--- src/wcp_pkg.sv ---
// ----------------------------------------------------------------------------
// wcp_pkg
// Shared constants and types for the wheel command parser.
// ----------------------------------------------------------------------------
package wcp_pkg;

	// Largest field magnitude; larger values saturate here.
	localparam int MAX_MAGNITUDE = 9999;
	localparam int MAG_W         = $clog2(MAX_MAGNITUDE + 1);
	// A magnitude times ten plus one digit fits in four more bits.
	localparam int PROD_W        = MAG_W + 4;
	localparam int DIGIT_W       = 4;
	localparam int BYTE_W        = 8;
	localparam int DUTY_W        = 8;
	localparam int CMD_W         = 2 * (DUTY_W + 1) + 1;
	localparam int OUT_TDATA_W   = ((CMD_W + 7) / 8) * 8;

	localparam logic [BYTE_W-1:0] CH_COMMA = 8'h2C;
	localparam logic [BYTE_W-1:0] CH_HASH  = 8'h23;
	localparam logic [BYTE_W-1:0] CH_MINUS = 8'h2D;
	localparam logic [BYTE_W-1:0] CH_ZERO  = 8'h30;
	localparam logic [BYTE_W-1:0] CH_NINE  = 8'h39;

	// Which field of the message is being received.
	typedef enum logic [2:0] {
		FLD_LEFT  = 3'b001,
		FLD_RIGHT = 3'b010,
		FLD_EXTRA = 3'b100
	} field_t;

	// One finished wheel command, handed from the parser to the output stage.
	typedef struct packed {
		logic              overflowed;
		logic [DUTY_W-1:0] right_duty;
		logic              right_backward;
		logic [DUTY_W-1:0] left_duty;
		logic              left_backward;
	} wheel_cmd_t;

endpackage

--- src/wcp_parser.sv ---
// ----------------------------------------------------------------------------
// wcp_parser
// Field state and the per-character update: sign, digit accumulation with
// saturation, field switching and the command built on the end mark.
// ----------------------------------------------------------------------------
module wcp_parser
	import wcp_pkg::*;
(
	input  logic              clk,
	input  logic              arst_n,
	input  logic              advance,   // consume rx_byte this cycle
	input  logic [BYTE_W-1:0] rx_byte,
	output logic              emit,      // rx_byte ends a message
	output wheel_cmd_t        cmd
);

	logic [MAG_W-1:0]   acc_q;
	logic               neg_q;
	logic               started_q;   // at least one character in this field
	field_t             field_q;
	logic               left_neg_q;
	logic [MAG_W-1:0]   left_mag_q;
	logic               sat_seen_q;

	logic [DIGIT_W-1:0] digit;
	logic [PROD_W-1:0]  prod;
	logic               prod_sat;
	logic [MAG_W-1:0]   next_mag;
	logic               lneg;
	logic [MAG_W-1:0]   lmag;
	logic               rneg;
	logic [MAG_W-1:0]   rmag;

	assign emit = (rx_byte == CH_HASH);

	always_comb begin
		if (rx_byte >= CH_ZERO && rx_byte <= CH_NINE) begin
			digit = DIGIT_W'(rx_byte - CH_ZERO);
		end else begin
			digit = '0;
		end
		prod     = {1'b0, acc_q, 3'b000} + {3'b000, acc_q, 1'b0} + PROD_W'(digit);
		prod_sat = (prod > PROD_W'(MAX_MAGNITUDE));
		next_mag = prod_sat ? MAG_W'(MAX_MAGNITUDE) : prod[MAG_W-1:0];
	end

	// A message that never saw a comma has only a left field.
	always_comb begin
		if (field_q == FLD_LEFT) begin
			lneg = neg_q;
			lmag = acc_q;
			rneg = 1'b0;
			rmag = '0;
		end else begin
			lneg = left_neg_q;
			lmag = left_mag_q;
			rneg = neg_q;
			rmag = acc_q;
		end
		cmd.left_backward  = lneg && (lmag != '0);
		cmd.left_duty      = lmag[DUTY_W-1:0];
		cmd.right_backward = rneg && (rmag != '0);
		cmd.right_duty     = rmag[DUTY_W-1:0];
		cmd.overflowed     = sat_seen_q;
	end

	always_ff @(posedge clk or negedge arst_n) begin
		if (!arst_n) begin
			acc_q      <= '0;
			neg_q      <= 1'b0;
			started_q  <= 1'b0;
			field_q    <= FLD_LEFT;
			left_neg_q <= 1'b0;
			left_mag_q <= '0;
			sat_seen_q <= 1'b0;
		end else if (advance) begin
			if (emit) begin
				acc_q      <= '0;
				neg_q      <= 1'b0;
				started_q  <= 1'b0;
				field_q    <= FLD_LEFT;
				left_neg_q <= 1'b0;
				left_mag_q <= '0;
				sat_seen_q <= 1'b0;
			end else if (field_q != FLD_EXTRA) begin
				if (rx_byte == CH_COMMA) begin
					if (field_q == FLD_LEFT) begin
						left_neg_q <= neg_q;
						left_mag_q <= acc_q;
						acc_q      <= '0;
						neg_q      <= 1'b0;
						started_q  <= 1'b0;
						field_q    <= FLD_RIGHT;
					end else begin
						field_q <= FLD_EXTRA;
					end
				end else begin
					started_q <= 1'b1;
					if (rx_byte == CH_MINUS && !started_q) begin
						neg_q <= 1'b1;
					end else begin
						acc_q <= next_mag;
						if (prod_sat) begin
							sat_seen_q <= 1'b1;
						end
					end
				end
			end
		end
	end

	a_mag_bounded: assert property (@(posedge clk) disable iff (!arst_n)
		(acc_q <= MAG_W'(MAX_MAGNITUDE)) && (left_mag_q <= MAG_W'(MAX_MAGNITUDE)))
		else $error("field magnitude above saturation limit");

	a_clear_after_end: assert property (@(posedge clk) disable iff (!arst_n)
		advance && emit |=> (acc_q == '0) && !sat_seen_q && (field_q == FLD_LEFT))
		else $error("parser state not cleared after end of message");

endmodule

--- src/wcp_out_stage.sv ---
// ----------------------------------------------------------------------------
// wcp_out_stage
// Result register for the master-side stream; holds one command until taken.
// ----------------------------------------------------------------------------
module wcp_out_stage
	import wcp_pkg::*;
(
	input  logic                   clk,
	input  logic                   arst_n,
	input  logic                   load,
	input  wheel_cmd_t             cmd,
	output logic                   free,    // a new command may load this cycle
	output logic                   m_tvalid,
	input  logic                   m_tready,
	output logic [OUT_TDATA_W-1:0] m_tdata
);

	logic       valid_q;
	wheel_cmd_t cmd_q;

	assign free     = !valid_q || m_tready;
	assign m_tvalid = valid_q;
	assign m_tdata  = OUT_TDATA_W'(cmd_q);

	always_ff @(posedge clk or negedge arst_n) begin
		if (!arst_n) begin
			valid_q <= 1'b0;
		end else if (load) begin
			valid_q <= 1'b1;
		end else if (m_tready) begin
			valid_q <= 1'b0;
		end
	end

	always_ff @(posedge clk) begin
		if (load) begin
			cmd_q <= cmd;
		end
	end

endmodule

--- src/wheel_command_parser.sv ---
// ----------------------------------------------------------------------------
// wheel_command_parser
// Parses "left,right#" ASCII wheel commands into direction and duty per wheel.
// ----------------------------------------------------------------------------
// Each slave-side transaction carries one received character. The block
// registers it, updates the field state and, on '#', loads one
// wheel command into the output register. A leading '-' makes a field
// negative, every other character adds a decimal digit (non-digits count as
// zero), magnitudes saturate at 9999 and set the overflow bit of the message,
// a comma closes the left field and anything after a second comma is ignored
// until '#'. Duty is the low eight bits of the magnitude; a zero magnitude is
// always reported as forward. Throughput is one character per clock: the
// input register drains every cycle unless it holds a '#' while the output
// register still holds an untaken command. An accepted '#' passes the input
// register and then the output register before it reaches m_tvalid. Only the
// output register's ready path reaches s_tready combinationally.
module wheel_command_parser
	import wcp_pkg::*;
(
	input  logic                   clk,
	input  logic                   arst_n,
	// Received characters: [7:0] rx_byte.
	input  logic                   s_tvalid,
	output logic                   s_tready,
	input  logic [BYTE_W-1:0]      s_tdata,
	// Wheel commands: [0] left_backward, [8:1] left_duty, [9] right_backward,
	// [17:10] right_duty, [18] overflowed, [23:19] zero.
	output logic                   m_tvalid,
	input  logic                   m_tready,
	output logic [OUT_TDATA_W-1:0] m_tdata
);

	logic              in_valid_s1;
	logic [BYTE_W-1:0] in_byte_s1;
	logic              emit;
	logic              out_free;
	logic              advance;
	wheel_cmd_t        cmd;

	// The registered character moves on unless it ends a message and the
	// output register has no room for the command.
	assign advance  = in_valid_s1 && (!emit || out_free);
	assign s_tready = !in_valid_s1 || advance;

	always_ff @(posedge clk or negedge arst_n) begin
		if (!arst_n) begin
			in_valid_s1 <= 1'b0;
		end else if (s_tready) begin
			in_valid_s1 <= s_tvalid;
		end
	end

	always_ff @(posedge clk) begin
		if (s_tready && s_tvalid) begin
			in_byte_s1 <= s_tdata;
		end
	end

	wcp_parser u_parser (
		.clk     (clk),
		.arst_n  (arst_n),
		.advance (advance),
		.rx_byte (in_byte_s1),
		.emit    (emit),
		.cmd     (cmd)
	);

	wcp_out_stage u_out (
		.clk      (clk),
		.arst_n   (arst_n),
		.load     (advance && emit),
		.cmd      (cmd),
		.free     (out_free),
		.m_tvalid (m_tvalid),
		.m_tready (m_tready),
		.m_tdata  (m_tdata)
	);

	a_end_gives_result: assert property (@(posedge clk) disable iff (!arst_n)
		advance && emit |=> m_tvalid)
		else $error("end of message did not produce a command");

	a_stall_only_on_end: assert property (@(posedge clk) disable iff (!arst_n)
		in_valid_s1 && !advance |-> emit && m_tvalid && !m_tready)
		else $error("input stage stalled without a blocked command");

endmodule

--- config.mk ---
export PLATFORM = sky130hd
export DESIGN_NAME = wheel_command_parser
export DESIGN_NICKNAME = d
export VERILOG_FILES = /design/src/wcp_pkg.sv /design/src/wcp_parser.sv /design/src/wcp_out_stage.sv /design/src/wheel_command_parser.sv
export SDC_FILE = /design/constraint.sdc
export NUM_CORES = 1
export LEC_CHECK = 0
export ABC_AREA = 1
export BUFFER_PORTS_ARGS = -buffer_cell sky130_fd_sc_hd__buf_2
export CAP_MARGIN = 20
export CORE_MARGIN = 2
export CORE_UTILIZATION = 45
export DETAILED_ROUTE_END_ITERATION = 12
export PLACE_DENSITY = 0.66
export SLEW_MARGIN = 20
export SYNTH_ARGS = -nofsm -noshare
export SYNTH_HDL_FRONTEND = slang
export SYNTH_HIERARCHICAL = 1
export SYNTH_SLANG_ARGS = --single-unit
--- constraint.sdc ---
create_clock -name clk -period 4.46 [get_ports clk]
set_input_delay 0.446 -clock clk [delete_from_list [all_inputs] [get_ports clk]]
set_output_delay 0.446 -clock clk [all_outputs]
set_load 0.005 [all_outputs]
# ---- Word level (Yosys, flattened, before mapping)
# Index checks and enable logic that the tools add are counted.
dict set report classes {
  addsub 3
  order_cmp 3
  n_eq_ne 9
  muxes 35
  n_reduce_logical 26
}
# op n
set op_table {}
lappend op_table {{two-way mux 14 bit} 10}
lappend op_table {{nonzero test 14 bit} 2}
lappend op_table {{equality test 8 x 6 -> 1 bit (second input constant)} 3}
lappend op_table {{two-way mux 1 bit} 20}
lappend op_table {{adder 17 x 15 -> 18 bit} 1}
lappend op_table {{adder 18 x 4 -> 18 bit} 1}
lappend op_table {{greater-than comparator 18 x 14 -> 1 bit (second input constant)} 1}
lappend op_table {{two-way mux 3 bit} 4}
lappend op_table {{AND reduction 3 bit} 4}
lappend op_table {{greater-or-equal comparator 8 x 6 -> 1 bit (second input constant)} 1}
lappend op_table {{<= comparator 8 x 6 -> 1 bit (second input constant)} 1}
lappend op_table {{nonzero test 2 bit} 4}
lappend op_table {{logical AND 1 bit} 7}
lappend op_table {{inequality test 3 x 2 -> 1 bit (second input constant)} 2}
lappend op_table {{AND reduction 5 bit} 1}
lappend op_table {{logical NOT 1 bit} 4}
lappend op_table {{two-way mux 4 bit} 1}
lappend op_table {{inequality test 2 bit (second input constant)} 2}
lappend op_table {{subtractor 4 x 1 -> 4 bit (second input constant)} 1}
lappend op_table {{equality test 3 x 1 -> 1 bit (second input constant)} 1}
lappend op_table {{logical OR 1 bit} 3}
lappend op_table {{inequality test 3 bit (second input constant)} 1}
lappend op_table {{nonzero test 3 bit} 1}
dict set report word_totals {
  reg_bits 64
  in_bits 12
  out_inout_bits 26
}

# ---- Logic depth before layout (Yosys ltp)
# Gate-level depths: netlist (run 1).
dict set report depth {
  word_depth 10
  depth_mapped 23
  ltp_nobuf 23
}

# ---- Modules after synthesis
# The synthesis (run 1) kept the hierarchy.
# mod instances cells_each area_per_inst_um2
set by_module_without_submodules {}
lappend by_module_without_submodules {wcp_parser 1 458 3062.9}
lappend by_module_without_submodules {wcp_out_stage 1 30 656.9}
lappend by_module_without_submodules {wheel_command_parser 1 18 310.3}

# ---- Worst setup path before layout (run 1)
# No wires, ideal clock.
dict set report synth_timing {
  path_type {register to register}
  startpoint {register in_byte_s1[7]}
  endpoint {register u_parser.acc_q[3]}
  setup_time_ps 120
  arrival_ps 2863
  setup_slack_ps 1477
  stages_incl_launch_ff 19
  n_path_buf 0
  path_cell_list {edfxtp_1 or2_1 nor2_1 nand4_1 inv_1 nand2_1 fa_1 inv_1 fa_1 nand3_1 nand2_1 nand3_1 nand3_1 nand2_1 nand4_2 nor2_4 nand2_4 o21ai_1 nand2_1}
}
dict set report synth_via {
  elab_chain_len 10
  elab_cells_between_ends 21
  cone_classes {add/sub: 1; order compare: 3; eq/ne: 4; mux: 6; reduce/logical: 7}
}
# element line_no
set synth_rtl {}
lappend synth_rtl {{from (decl)} wheel_command_parser.sv:34} ;# logic [BYTE_W-1:0] in_byte_s1;
lappend synth_rtl {{from (signal assigned)} wheel_command_parser.sv:55} ;# in_byte_s1 <= s_tdata;
lappend synth_rtl {{greater-or-equal comparator 8 x 6 -> 1 bit or <= comparator 8 x 6 -> 1 bit (tied branches)} wcp_parser.sv:37} ;# if (rx_byte >= CH_ZERO && rx_byte <= CH_NINE) begin
lappend synth_rtl {{logical AND 1 bit} wcp_parser.sv:37}
lappend synth_rtl {{two-way mux 4 bit} wcp_parser.sv:37}
lappend synth_rtl {{adder 18 x 4 -> 18 bit} wcp_parser.sv:42} ;# prod = {1'b0, acc_q, 3'b000} + {3'b000, acc_q, 1'b0} + PROD_W'(digit);
lappend synth_rtl {{greater-than comparator 18 x 14 -> 1 bit} wcp_parser.sv:43} ;# prod_sat = (prod > PROD_W'(MAX_MAGNITUDE));
lappend synth_rtl {{two-way mux 14 bit} wcp_parser.sv:44} ;# next_mag = prod_sat ? MAG_W'(MAX_MAGNITUDE) : prod[MAG_W-1:0];
lappend synth_rtl {{two-way mux 14 bit} wcp_parser.sv:99} ;# if (rx_byte == CH_MINUS && !started_q) begin
lappend synth_rtl {{two-way mux 14 bit} wcp_parser.sv:86} ;# if (rx_byte == CH_COMMA) begin
lappend synth_rtl {{two-way mux 14 bit} wcp_parser.sv:85} ;# end else if (field_q != FLD_EXTRA) begin
lappend synth_rtl {{two-way mux 14 bit} wcp_parser.sv:77} ;# if (emit) begin
lappend synth_rtl {{to (signal assigned)} wcp_parser.sv:102} ;# acc_q <= next_mag;
lappend synth_rtl {{to (decl)} wcp_parser.sv:17} ;# logic [MAG_W-1:0] acc_q;
# Several ways; a longest one is shown, not always the timed one. The select of a mux whose other input is x is not followed.
# A chain may end at the register's enable or synchronous reset.

# ---- Final worst setup path (run 1)
dict set report layout_timing {
  startpoint {register in_byte_s1[7]}
  endpoint {register u_parser.acc_q[1]}
}
# The elaborated chain is that of the path after synthesis.

==> results of run 1 <==
## worst max-delay path: stages (launching register included)
cell                       delay [ns]
sky130_fd_sc_hd__edfxtp_1        0.36
sky130_fd_sc_hd__or2_1           0.25
sky130_fd_sc_hd__nor2_1          0.09
sky130_fd_sc_hd__nand4_1         0.16
sky130_fd_sc_hd__inv_1           0.09
sky130_fd_sc_hd__nand2_1         0.06
sky130_fd_sc_hd__fa_1            0.48
sky130_fd_sc_hd__inv_1           0.07
sky130_fd_sc_hd__fa_1            0.50
sky130_fd_sc_hd__nand3_1         0.14
sky130_fd_sc_hd__nand2_1         0.12
sky130_fd_sc_hd__nand2_1         0.10
sky130_fd_sc_hd__nand3_1         0.07
sky130_fd_sc_hd__nand2_1         0.06
sky130_fd_sc_hd__nand2_1         0.10
sky130_fd_sc_hd__nand3_1         0.11
sky130_fd_sc_hd__nand2_1         0.06
sky130_fd_sc_hd__nand2_2         0.13
sky130_fd_sc_hd__nand2_4         0.10
sky130_fd_sc_hd__o21ai_1         0.14
sky130_fd_sc_hd__nand2_1         0.06
## metal layers
layer	part of all wire (%)	global-route usage, %	vias to the layer above
li1	-	-	1694
met1	47	25.3	1540
met2	49	31.6	67
met3	3.0	2.91	8
met4	1.6	7.27	0
met5	0	0	-
## per-stage QoR
step / cells / util (%) / area (um^2) / worst slack [ns] / total power [mW]
2_1_floorplan: 510 / - / 4050 / 1.48 / 1.74
3_3_place_gp: 636 / 48.9 / 4260 / 1.22 / 2.01
3_5_place_dp: 636 / 48.9 / 4260 / 1.14 / 2.03
4_1_cts: 652 / 51.3 / 4470 / 1.12 / 2.54
5_1_grt: 652 / 51.3 / 4470 / 0.870 / 2.75
6_report: 652 / 51.3 / 4470 / 1.10 / 2.53
## registers in the layout, indices dropped and copies added, names as in the netlist
name and flops:
u_parser/started_q 1, u_parser/acc_q 14, u_parser/neg_q 1, u_parser/left_mag_q 14, u_parser/left_neg_q 1, in_byte_s1 8, u_parser/sat_seen_q 1, u_out/m_tdata 19
in_valid_s1 1, u_out/m_tvalid 1, u_parser/field_q 3
## cell families (layout without fill, tap and decap cells)
kind of cell / Yosys count / in the layout
AOI/OAI and AO/OA: 57 / 57
xor gates and xnor gates: 2 / 2
adders and majority gates: 29 / 29
buffers and inverters: 103 / 137
DFF: 64 / 64
other: 1 / 5
and+or+nand+nor: 250 / 250
## final timing paths
path | start | to | slack, ns | cells past startpoint
min in group clk | s_tdata[4] | in_byte_s1[4] | 0.28 | 1
max in group asynchronous | arst_n | u_parser/acc_q[6] | 3.74 | 1
worst max register to register | in_byte_s1[7] | u_parser/acc_q[1] | 1.10 | 20
worst min-delay path | arst_n | u_parser/sat_seen_q | 0.19 | 1
worst min register to register | u_parser/sat_seen_q | u_out/m_tdata[18] | 0.48 | 0
worst max-delay path | in_byte_s1[7] | u_parser/acc_q[1] | 1.10 | 20
## report_power, final
group	switching [mW]	internal, mW
Clock	0.235	0.270
Combinational	0.797	0.415
Sequential	0.112	0.701
Total	1.14	1.39
## final cells by class
class                      count  area (um^2)  share of cell area [%]
clock buffer                  11          174                    3.89
timing repair buffer          33          168                    3.75
tap                          108          135                    3.02
sequential                    64         1740                    38.9
inverter                      88          333                    7.44
clock inverter                 5         35.0                   0.783
multi-input combinational    343         1890                    42.2
## layout by cell type, fill, tap and decap left out, types with 2 or more instances in the layout
| cell | instances |
|---|---|
| sky130_fd_sc_hd__nand2_1 | 147 |
| sky130_fd_sc_hd__inv_1 | 85 |
| sky130_fd_sc_hd__dfrtp_1 | 36 |
| sky130_fd_sc_hd__nand3_1 | 34 |
| sky130_fd_sc_hd__buf_2 | 32 |
| sky130_fd_sc_hd__edfxtp_1 | 27 |
| sky130_fd_sc_hd__o21ai_0 | 27 |
| sky130_fd_sc_hd__ha_1 | 27 |
| sky130_fd_sc_hd__nor2_1 | 23 |
| sky130_fd_sc_hd__nand4_1 | 10 |
| sky130_fd_sc_hd__a21oi_1 | 10 |
| sky130_fd_sc_hd__clkbuf_8 | 9 |
| sky130_fd_sc_hd__nand2_2 | 8 |
| sky130_fd_sc_hd__o21ai_1 | 8 |
| sky130_fd_sc_hd__nand3_2 | 6 |
| sky130_fd_sc_hd__nor4_1 | 6 |
| sky130_fd_sc_hd__o22ai_1 | 6 |
| sky130_fd_sc_hd__conb_1 | 5 |
| sky130_fd_sc_hd__clkinv_2 | 4 |
| sky130_fd_sc_hd__nor3_2 | 3 |
| sky130_fd_sc_hd__nor3_1 | 3 |
| sky130_fd_sc_hd__nor2_2 | 3 |
| sky130_fd_sc_hd__clkbuf_16 | 2 |
| sky130_fd_sc_hd__a31oi_1 | 2 |
| sky130_fd_sc_hd__a21oi_2 | 2 |
| sky130_fd_sc_hd__nor2_4 | 2 |
| sky130_fd_sc_hd__fa_1 | 2 |
==> summary.md, run 1 <==
TritonCTS built the clock tree. In this run, synthesis inferred 27 flip-flops with an integrated enable. Of the total synthesized cell area, the portion taken by AND, OR, NAND and NOR gates is 28.7%. The synthesized area was 4030 um^2; the routed via count divided by cell count was 5.08. Headroom to the max-slew limit came out at 45.6%.

Post-CTS repair changed the size of 0 cells. Multiplexer cells account for 0% of the synthesized area. Counting distinct cell types in the post-synthesis netlist gives 39.

The tools report the starting DRC count in detailed routing as 194. The logs give 46.2% for the initial core utilization and 0.0131 ns for the largest clock skew in the final design. The run gives 0.298 GHz as the maximum achievable frequency. The tools report the CTS root buffer as sky130_fd_sc_hd__clkbuf_8. After detailed routing, the number of remaining DRC violations is 0. The run gives 0.208 mV as the maximum resistive drop on vdd.

After clock tree synthesis, the clock-pin slew on the worst setup and hold paths is 0.08 ns. The initial antenna violation count is 0. At the worst endpoint, the arrival time is 3.58 ns.

Yosys instantiated no cell more often than sky130_fd_sc_hd__nand2_1. At the end of routability-driven placement, the weighted congestion stood at 0.925. The hold violation total from the final report was 0; the number of nets in the layout was 580.

The complex-gate fraction of the synthesized area was 7.67%; the max-slew violation total from the final report was 0. The total of warnings raised by yosys is 6. Setup repair after global routing left no endpoint under its margin. The flow ran to the end, and the final reports show no timing, DRC or antenna violations. Portion of the clock cycle consumed by the worst path in the final layout: 75.3%. The tightest min-delay check is of the in2async type. The slew at the pin closest to its max-slew limit is 0.816 ns. The fraction of final layout cells with drive strength greater than 1 works out to 14.9%.

After synthesis, the largest family of logic cells by area is simple AND/OR/NAND/NOR gates. Power density of the placed cells: 566 nW/um^2. By area the synthesized netlist is led by sky130_fd_sc_hd__dfrtp_1 (22%), sky130_fd_sc_hd__edfxtp_1 (20%), sky130_fd_sc_hd__nand2_1 (14%).

The full die area is 9730 um^2. The maximum count of clock buffers along a single path is 2, and the adder-cell area share of the yosys netlist is 9.38%. In the synthesized netlist the dominant register cell turns out to be sky130_fd_sc_hd__dfrtp_1. The number of antenna diodes in the final layout is 0. The number of hold-repair buffers added at the cts stage came out at 0. The die is 98.6 um tall. The first detailed-routing pass took 4 iterations. In this run the worst path has a maximum fanout of 7. The signed area change from the synthesized netlist to the final layout is 11.0%.

The HPWL after detailed placement is 6.70 mm. The commonest cells after synthesis are sky130_fd_sc_hd__nand2_1 (147), sky130_fd_sc_hd__inv_1 (85), sky130_fd_sc_hd__dfrtp_1 (36). For this design the top-level I/O count stands at 38. The tools report the worst hold slack across all endpoints as 0.190 ns. The number of maximum-capacitance violations is 0.

The run gives 3170 as the via count of the first global-routing pass. The largest total area in the synthesized netlist belongs to sky130_fd_sc_hd__dfrtp_1. The logs give 64 for the sink count of the clock tree and 3309 for the count of vias placed by the detailed router.

TritonCTS created 9 clock buffers. The number of buffer cells added on primary ports works out to 32. Summed over all cells, the static leakage comes to 2.38 nW. Dividing the detail-routed wire length by the instance count gives 13.5 um.

Summing the sequential cell areas from Yosys gives 43.1% of the chip area. Of the post-synthesis cell area, the dominant cell type holds 22.4%. The final-report setup violation count is 0. The synthesized-area fraction occupied by xor and xnor cells came out at 0.621%. Measured along the x axis, the die boundary spans 98.6 um. The worst setup path is launched from a flop.

For the insertion delay to the later sink of the worst-skew pair, the log shows 0.34 ns. For the finished layout, the period the worst path requires is 3.36 ns. The wire length of the first global-routing pass was 14.9 mm; the final-layout setup total negative slack was 0 ns. The average instance area after synthesis is 7.96 um^2, and the number of nets with antenna violations after routing is 0.

Data on the critical path is required at its endpoint by 4.68 ns. After clock tree synthesis, the setup repair step added 0 buffers. Entering global routing, the biggest net connects 38 pins. The logs give 0 for the total global routing overflow and 8.78 mm for the final routed wirelength across all metal layers. The number of synthesized register bits was 64; the fraction of registers with async set/reset was 57.8%.

The total area inside the core boundary comes to 8720 um^2. Across every metal layer, demand over resource in global routing totals 19.1%. The number of core rows is 34, and the number of cells produced by synthesis is 506. The H-tree generated during clock tree synthesis spans 3 levels. The critical path is of the reg2reg type.

The type of element capturing the critical path is a flop. The run gives 834 as the number of fill cells.
Note: power is estimated with default switching activity, not from simulation.
==> run 2: changes to the inputs <==
--- a/config.mk
+++ b/config.mk
@@ -11,7 +11,7 @@
 export CORE_MARGIN = 2
 export CORE_UTILIZATION = 45
 export DETAILED_ROUTE_END_ITERATION = 12
-export PLACE_DENSITY = 0.66
+export PLACE_DENSITY = 0.69
 export SLEW_MARGIN = 20
 export SYNTH_ARGS = -nofsm -noshare
 export SYNTH_HDL_FRONTEND = slang
==> constraint.sdc (replaced) <==
create_clock -name clk -period 2.8 [get_ports clk]
set_input_delay 0.28 -clock clk [delete_from_list [all_inputs] [get_ports clk]]
set_output_delay 0.28 -clock clk [all_outputs]
set_load 0.005 [all_outputs]
==> run 2 against run 1 <==
Net effect: the flow now finishes with violations (setup timing); clock power increased by 54%; first-iteration DRC count increased by 7.2%; hold slack got worse by 0.16 ns; critical path type unchanged; via count increased by 8.2%; clock-buffer cell count decreased by 2; largest power group unchanged; fmax increased by 7.5%; register-to-register slack got worse by 1.4 ns; critical path depth increased by 2; sequential power increased by 54%.
==> summary.md, run 2 (same netlist as run 1, synthesis figures left out) <==
The run finished, with violations left. The checks that failed: setup timing. Routing layer with the top usage in global route: met2. The logs give -0.323 ns for the worst path setup slack after routing and 208 for the starting DRC count in detailed routing.

The clock edge transition at the registers on the reported setup and hold paths is 0.08 ns, and the reported leakage power is 2.58 nW. Summing internal, switching and leakage power gives 4.71 mW. The total area inside the core boundary comes to 8720 um^2. Setup repair after global routing could not meet its margin everywhere.

The full die area was 9730 um^2. The max-slew violation total from the final report is 0. For met2 alone, demand over resource in global routing was 35.5%. The largest clock skew in the final design is 0.0103 ns.

The worst min-delay path category was in2async. The floorplan step set the die height to 98.6 um. The routing usage on met1 was 24.6%. The tool flagged a number of max-cap violations equal to 0.

Measured against its own limit, the worst slew margin works out to 44.2%. The routed via count divided by cell count is 5.17, and the endpoint arrival time on the critical path is 3.35 ns. The run gives 15 as the final-report setup violation count. The first TritonRoute pass finished after 4 iterations. The logs give 0 for the initial antenna violation count and 34 for the number of core rows.

In this run the power density over the cells is 958 nW/um^2. For the final routed database, the setup TNS stands at -4.30 ns. The count of vias placed by the detailed router came out at 3581. STA classifies the critical path endpoint as a flop. The clock passes through at most 2 buffers. Hold violation total from the final report: 0.

The tools report the instance area at placement as 4550 um^2. The flip-flop count of the largest register after layout is 19, and the maximum number of pins on one net before global-route repair is 38. The H-tree generated during clock tree synthesis spans 3 levels. Pin placement for this block handled 38 I/O pins. Leaving out fill and tap cells, the most frequent cell in the layout is sky130_fd_sc_hd__nand2_1. The width of the die is 98.6 um, and the portion of the clock cycle consumed by the worst path in the final layout is 112%. Across every metal layer, demand over resource in global routing totals 20.1%.

On the final layout, the worst hold slack is 0.0319 ns. The run gives 3.03 ns as the required time of the worst setup path. The post-route non-filler standard cell count was 693; the detailed-route DRC error count was 0. The number of antenna diodes in the final layout is 0.

Global routing consumed, on the met3 layer, 2.70% of the routing resources. Clock tree synthesis selected as its root buffer the cell sky130_fd_sc_hd__clkbuf_8. Leaving out fill and tap cells, the most frequent cells in the layout are sky130_fd_sc_hd__nand2_1 (134), sky130_fd_sc_hd__inv_1 (84), sky130_fd_sc_hd__buf_4 (41).

Detailed placement ended at an HPWL of 7.27 mm. The final layout contains 621 nets. Of all nets on the critical path, the largest fanout is 7. The finished cells cover 4920 um^2. At the pin with the least slew margin, the transition time is 0.837 ns. The critical path class is reg2reg.

The number of placed instances, taps included, is 671. The maximum resistive drop on vdd is 0.388 mV, and the sink count of the clock tree is 64. The run gives 0.34 ns as the insertion delay to the later sink of the worst-skew pair. The fraction of final layout cells with drive strength greater than 1 works out to 26.0%. The count of nets left with antenna violations once routing finished came out at 0.

The routed wire length per instance works out to 13.8 um. For the maximum achievable frequency, the log shows 0.320 GHz. Global routing finished with a remaining overflow of 0. Port buffering added 32 buffers.

The initial core utilization came out at 46.2%. TritonCTS built the clock tree. The via count of the first global-routing pass was 3534; the final routed wirelength across all metal layers was 9.55 mm. The final critical-path required period is 3.12 ns.

For the wire length of the first global-routing pass, the log shows 15.8 mm. The congestion estimate from routability-driven global placement came to 0.878. Compared with the post-synthesis result, the final layout area differs by 22.1%. The tools report the startpoint type of the worst setup path as a flop. Buffers inserted during clock tree synthesis total 9.
run 2: cell types whose count changed in the layout (fill, tap and decap cells not counted), moves of 3 or more:
cell,change
sky130_fd_sc_hd__nand3_4,+3
sky130_fd_sc_hd__ha_1,-3
sky130_fd_sc_hd__o21ai_2,+4
sky130_fd_sc_hd__buf_4,+40
sky130_fd_sc_hd__nand2_1,-13
sky130_fd_sc_hd__nand3_1,-5
sky130_fd_sc_hd__nand2_2,+11
sky130_fd_sc_hd__o21ai_1,-4
run 2: metrics by stage:
| stage | util [%] | setup slack [ns] |
|---|---|---|
| after global placement | 52.2 | -0.289 |
| final | 56.4 | -0.323 |
| after floorplan | - | -0.0436 |
| after global routing | 56.4 | -0.551 |
| after detailed placement | 52.2 | -0.398 |
| after CTS | 55.6 | -0.282 |
run 2: final timing paths:
check                                          from           endpoint  slack, ns  cells past startpoint
worst min-delay path                         arst_n     u_out/m_tvalid       0.03                      1
worst max-delay path                  in_byte_s1[7]  u_parser/acc_q[0]      -0.32                     22
min in group clk                         s_tdata[1]      in_byte_s1[1]       0.12                      1
worst min register to register  u_parser/sat_seen_q  u_out/m_tdata[18]       0.47                      0
max in group asynchronous                    arst_n  u_parser/acc_q[9]       2.23                      1
worst max register to register        in_byte_s1[7]  u_parser/acc_q[0]      -0.32                     22
run 2: area by class of cell:
cell class / instances / area, um^2
inverter: 88 / 333
sequential: 64 / 1740
fill: 769 / 3800
timing repair buffer: 74 / 479
clock buffer: 9 / 124
multi-input combinational: 343 / 2040
tap: 108 / 135
clock inverter: 7 / 71.3
run 2: timing repair:
action	4_1_cts	5_1_grt
setup endpoints to repair	15	15
pin swaps	12	9
setup buffers	5	1
gates cloned	0	0
resized for setup	15	17
hold buffers	0	0
run 2: worst max-delay path: stages (launching register included):
cell	delay, ns
sky130_fd_sc_hd__edfxtp_1	0.36
sky130_fd_sc_hd__or2_1	0.24
sky130_fd_sc_hd__nor2_1	0.09
sky130_fd_sc_hd__nand4_1	0.12
sky130_fd_sc_hd__inv_1	0.09
sky130_fd_sc_hd__nand2_2	0.05
sky130_fd_sc_hd__fa_2	0.53
sky130_fd_sc_hd__inv_2	0.06
sky130_fd_sc_hd__ha_4	0.15
sky130_fd_sc_hd__nand2_2	0.09
sky130_fd_sc_hd__nand2_1	0.08
sky130_fd_sc_hd__nand2_2	0.12
sky130_fd_sc_hd__nand2_1	0.08
sky130_fd_sc_hd__nand2_1	0.09
sky130_fd_sc_hd__nand3_1	0.07
sky130_fd_sc_hd__nand2_1	0.06
sky130_fd_sc_hd__nand2_1	0.11
sky130_fd_sc_hd__nor2_2	0.13
sky130_fd_sc_hd__nand2_1	0.10
sky130_fd_sc_hd__nand2_4	0.11
sky130_fd_sc_hd__nand2_4	0.09
sky130_fd_sc_hd__o21ai_1	0.14
sky130_fd_sc_hd__nand2_1	0.06
run 2: where the power goes:
part | internal [mW] | leakage [nW] | switching, mW | total (mW)
clock network | 0.410 | 0.0916 | 0.370 | 0.780
logic | 1.08 | 1.81 | 1.60 | 2.68
registers | 1.12 | 0.682 | 0.133 | 1.25
run 2: routing by layer:
layer	share of wire, %	vias up	wire length (um)
met5	0	-	0
met4	2.2	0	210
met3	4.3	16	411
met2	51	109	4910
met1	42	1678	4020
li1	-	1778	-
==> run 3: changes to the inputs <==
--- a/config.mk
+++ b/config.mk
@@ -12,6 +12,7 @@
 export CORE_UTILIZATION = 45
 export DETAILED_ROUTE_END_ITERATION = 12
 export PLACE_DENSITY = 0.69
+export RECOVER_POWER = 50
 export SLEW_MARGIN = 20
 export SYNTH_ARGS = -nofsm -noshare
 export SYNTH_HDL_FRONTEND = slang
==> run 3 against run 2 <==
Net effect: the flow finishes with violations (capacitance limit, slew limit, setup timing); flip-flop and latch count stayed put; cell count stayed put; register-to-register slack hardly changed; combinational power hardly changed; routed wire length hardly changed; design area is 0.23% lower; critical endpoint unchanged; largest power group unchanged.
==> summary.md, run 3 (same netlist as run 1, synthesis figures left out) <==
Most common cell after layout, fill and taps aside: sky130_fd_sc_hd__nand2_1. The clock passes through at most 2 buffers. Global routing finished with a remaining overflow of 0. 38 I/O pins were placed. After clock tree synthesis, the clock-pin slew on the worst setup and hold paths is 0.07 ns. STA classifies the critical path endpoint as a flop. The required time of the worst setup path came out at 3.02 ns. Clock tree synthesis selected as its root buffer the cell sky130_fd_sc_hd__clkbuf_8. The number of placed cells counting well taps was 671; the final-layout setup total negative slack was -4.30 ns. In the layout the commonest cells are sky130_fd_sc_hd__nand2_1 (134), sky130_fd_sc_hd__inv_1 (84), sky130_fd_sc_hd__buf_4 (41).

The logs give -0.398 ns for the post-placement setup slack and 64 for the sink count of the clock tree. The worst path setup slack after routing is -0.323 ns, and the maximum number of pins on one net before global-route repair is 38. The count of vias placed by the detailed router was 3585; the max-slew violation total from the final report was 38. Routed via count divided by cell count: 5.17. The logs give 0 for the antenna diode count and 4.71 mW for the total power draw.

The clock arrives with 0.0101 ns of skew. Initial antenna violation count: 0. At the end of routability-driven placement, the weighted congestion stood at 0.878. Traced cell by cell, the critical path runs through or2_1 -> nor2_1 -> nand4_1 -> inv_1 -> nand2_2 -> fa_2 -> inv_2 -> ha_4 -> nand2_2 -> nand2_1 -> nand2_2 -> nand2_1 -> nand2_1 -> nand3_1 -> nand2_1 -> nand2_1 -> nor2_2 -> nand2_1 -> nand2_4 -> nand2_4 -> o21ai_1 -> nand2_1. The power density of the placed cells came out at 960 nW/um^2. The number of buffer cells added on primary ports works out to 32.

TritonCTS built the clock tree. The final reports fail on capacitance limit, slew limit, setup timing. The final routed wirelength across all metal layers was 9.56 mm. The most numerous cell type found on the critical path is sky130_fd_sc_hd__nand2_1. For the worst relative slew slack, the log shows -33.4%.

The finished layout holds 693 standard cells, fillers aside. Routed wire length per instance: 13.8 um. The final-report setup violation count came out at 15. The floorplan step set the die height to 98.6 um. The hold violation total from the final report is 0, and the final critical-path required period is 3.12 ns.

TritonCTS created 9 clock buffers. The detailed router finished its first iteration with 207 violations. The tools report the number of hold-repair buffers added at the cts stage as 0. The initialized floorplan defines 34 standard-cell rows.

The fraction of final layout cells with drive strength greater than 1 was 24.3%. CTS built an H-tree with a depth of 3. Once detailed placement completed, the half-perimeter wirelength came to 7.27 mm.

The wire length of the first global-routing pass is 15.8 mm. The via count of the first global-routing pass is 3534. By startpoint and endpoint, the worst setup path is classified as reg2reg. Setup repair after global routing could not meet its margin everywhere. The final critical path takes up 112% of the cycle.

The global-route usage over all layers is 20.1%. The tools report the number of maximum-capacitance violations as 1. The register with the most flip-flops in the layout has 19 of them. In the final design database the tool counted 621 nets. The flow ran to the end, but the final reports show violations. The first detailed-routing pass took 5 iterations. Slew at the pin closest to its max-slew limit: 2.00 ns. The worst min-delay path category is in2reg.

Across the VDD grid, the largest voltage drop is 0.388 mV. The endpoint arrival time on the critical path is 3.35 ns. The instance area at placement came out at 4550 um^2. The tools report the startpoint type of the worst setup path as a flop. The signed area change from the synthesized netlist to the final layout was 21.8%; the number of nets with antenna violations after routing was 0.

In this design, the stage delay of the slowest critical-path cell is 0.53 ns. Summing all non-filler instances in the final layout gives an area of 4910 um^2. The library cell contributing the largest single delay on the critical path was sky130_fd_sc_hd__fa_2.

The floorplan step set the die width to 98.6 um. The insertion delay to the later sink of the worst-skew pair was 0.34 ns; the number of fill cells was 775. The run gives 0.320 GHz as the maximum achievable frequency. In the routed design, unresolved DRC markers number 0.

The logs give 2.56 nW for the reported leakage power and 46.2% for the initial core utilization. The region available for standard cell placement spans 8720 um^2. The maximum fanout along the worst path was 7; the full die area was 9730 um^2.
## run 3: stage by stage
step / utilization [%] / hold slack, ns
after CTS: 55.6 / 0.0586
after detailed placement: 52.2 / 0.432
after global routing: 56.3 / 0.104
after floorplan: - / -0.0156
final: 56.3 / 0.120
after global placement: 52.2 / 0.421
## run 3: repair_timing
item                                    CTS  global route
setup buffers                             5             1
pin swaps                                12             9
gates resized for setup                  15            17
endpoints found under the setup margin   15            15
## run 3: layout make-up
| type | count | area (um^2) | share of cell area, % |
|---|---|---|---|
| Tap cell | 108 | 135 | 2.75 |
| Inverter | 88 | 333 | 6.78 |
| Sequential cell | 64 | 1740 | 35.4 |
| Clock inverter | 7 | 71.3 | 1.45 |
| Multi-Input combinational cell | 343 | 2040 | 41.6 |
| Timing Repair Buffer | 74 | 468 | 9.53 |
| Clock buffer | 9 | 124 | 2.52 |
## run 3: path summary, 6_finish.rpt
| check | startpoint | to | cells past startpoint | slack [ns] |
|---|---|---|---|---|
| worst max-delay path | in_byte_s1[7] | u_parser/acc_q[0] | 22 | -0.32 |
| worst min-delay path | s_tdata[1] | in_byte_s1[1] | 1 | 0.12 |
| worst max register to register | in_byte_s1[7] | u_parser/acc_q[0] | 22 | -0.32 |
| worst min register to register | u_parser/sat_seen_q | u_out/m_tdata[18] | 0 | 0.47 |
| max in group asynchronous | arst_n | u_parser/acc_q[9] | 1 | 1.14 |
| min in group asynchronous | arst_n | u_out/m_tvalid | 1 | 0.50 |
## run 3: layer usage
layer,share of wire [%],up-vias,track usage (%)
met5,0,-,0
met4,2.2,0,8.85
met3,4.5,16,2.70
met2,51,110,35.5
met1,42,1681,24.6
li1,-,1778,-
## run 3: worst max-delay path: cells and delay by family (launching register included)
family,cells,cell delay [ns]
AOI/OAI and AO/OA,1,0.14
adders and majority gates,2,0.68
buffers and inverters,2,0.15
and+or+nand+nor,17,1.69
DFF,1,0.36
## run 3: power breakdown
part | internal, mW | total, mW | switching [mW] | leakage, nW
sequential | 1.12 | 1.25 | 0.134 | 0.683
clock | 0.410 | 0.778 | 0.368 | 0.0916
combinational | 1.08 | 2.68 | 1.60 | 1.78
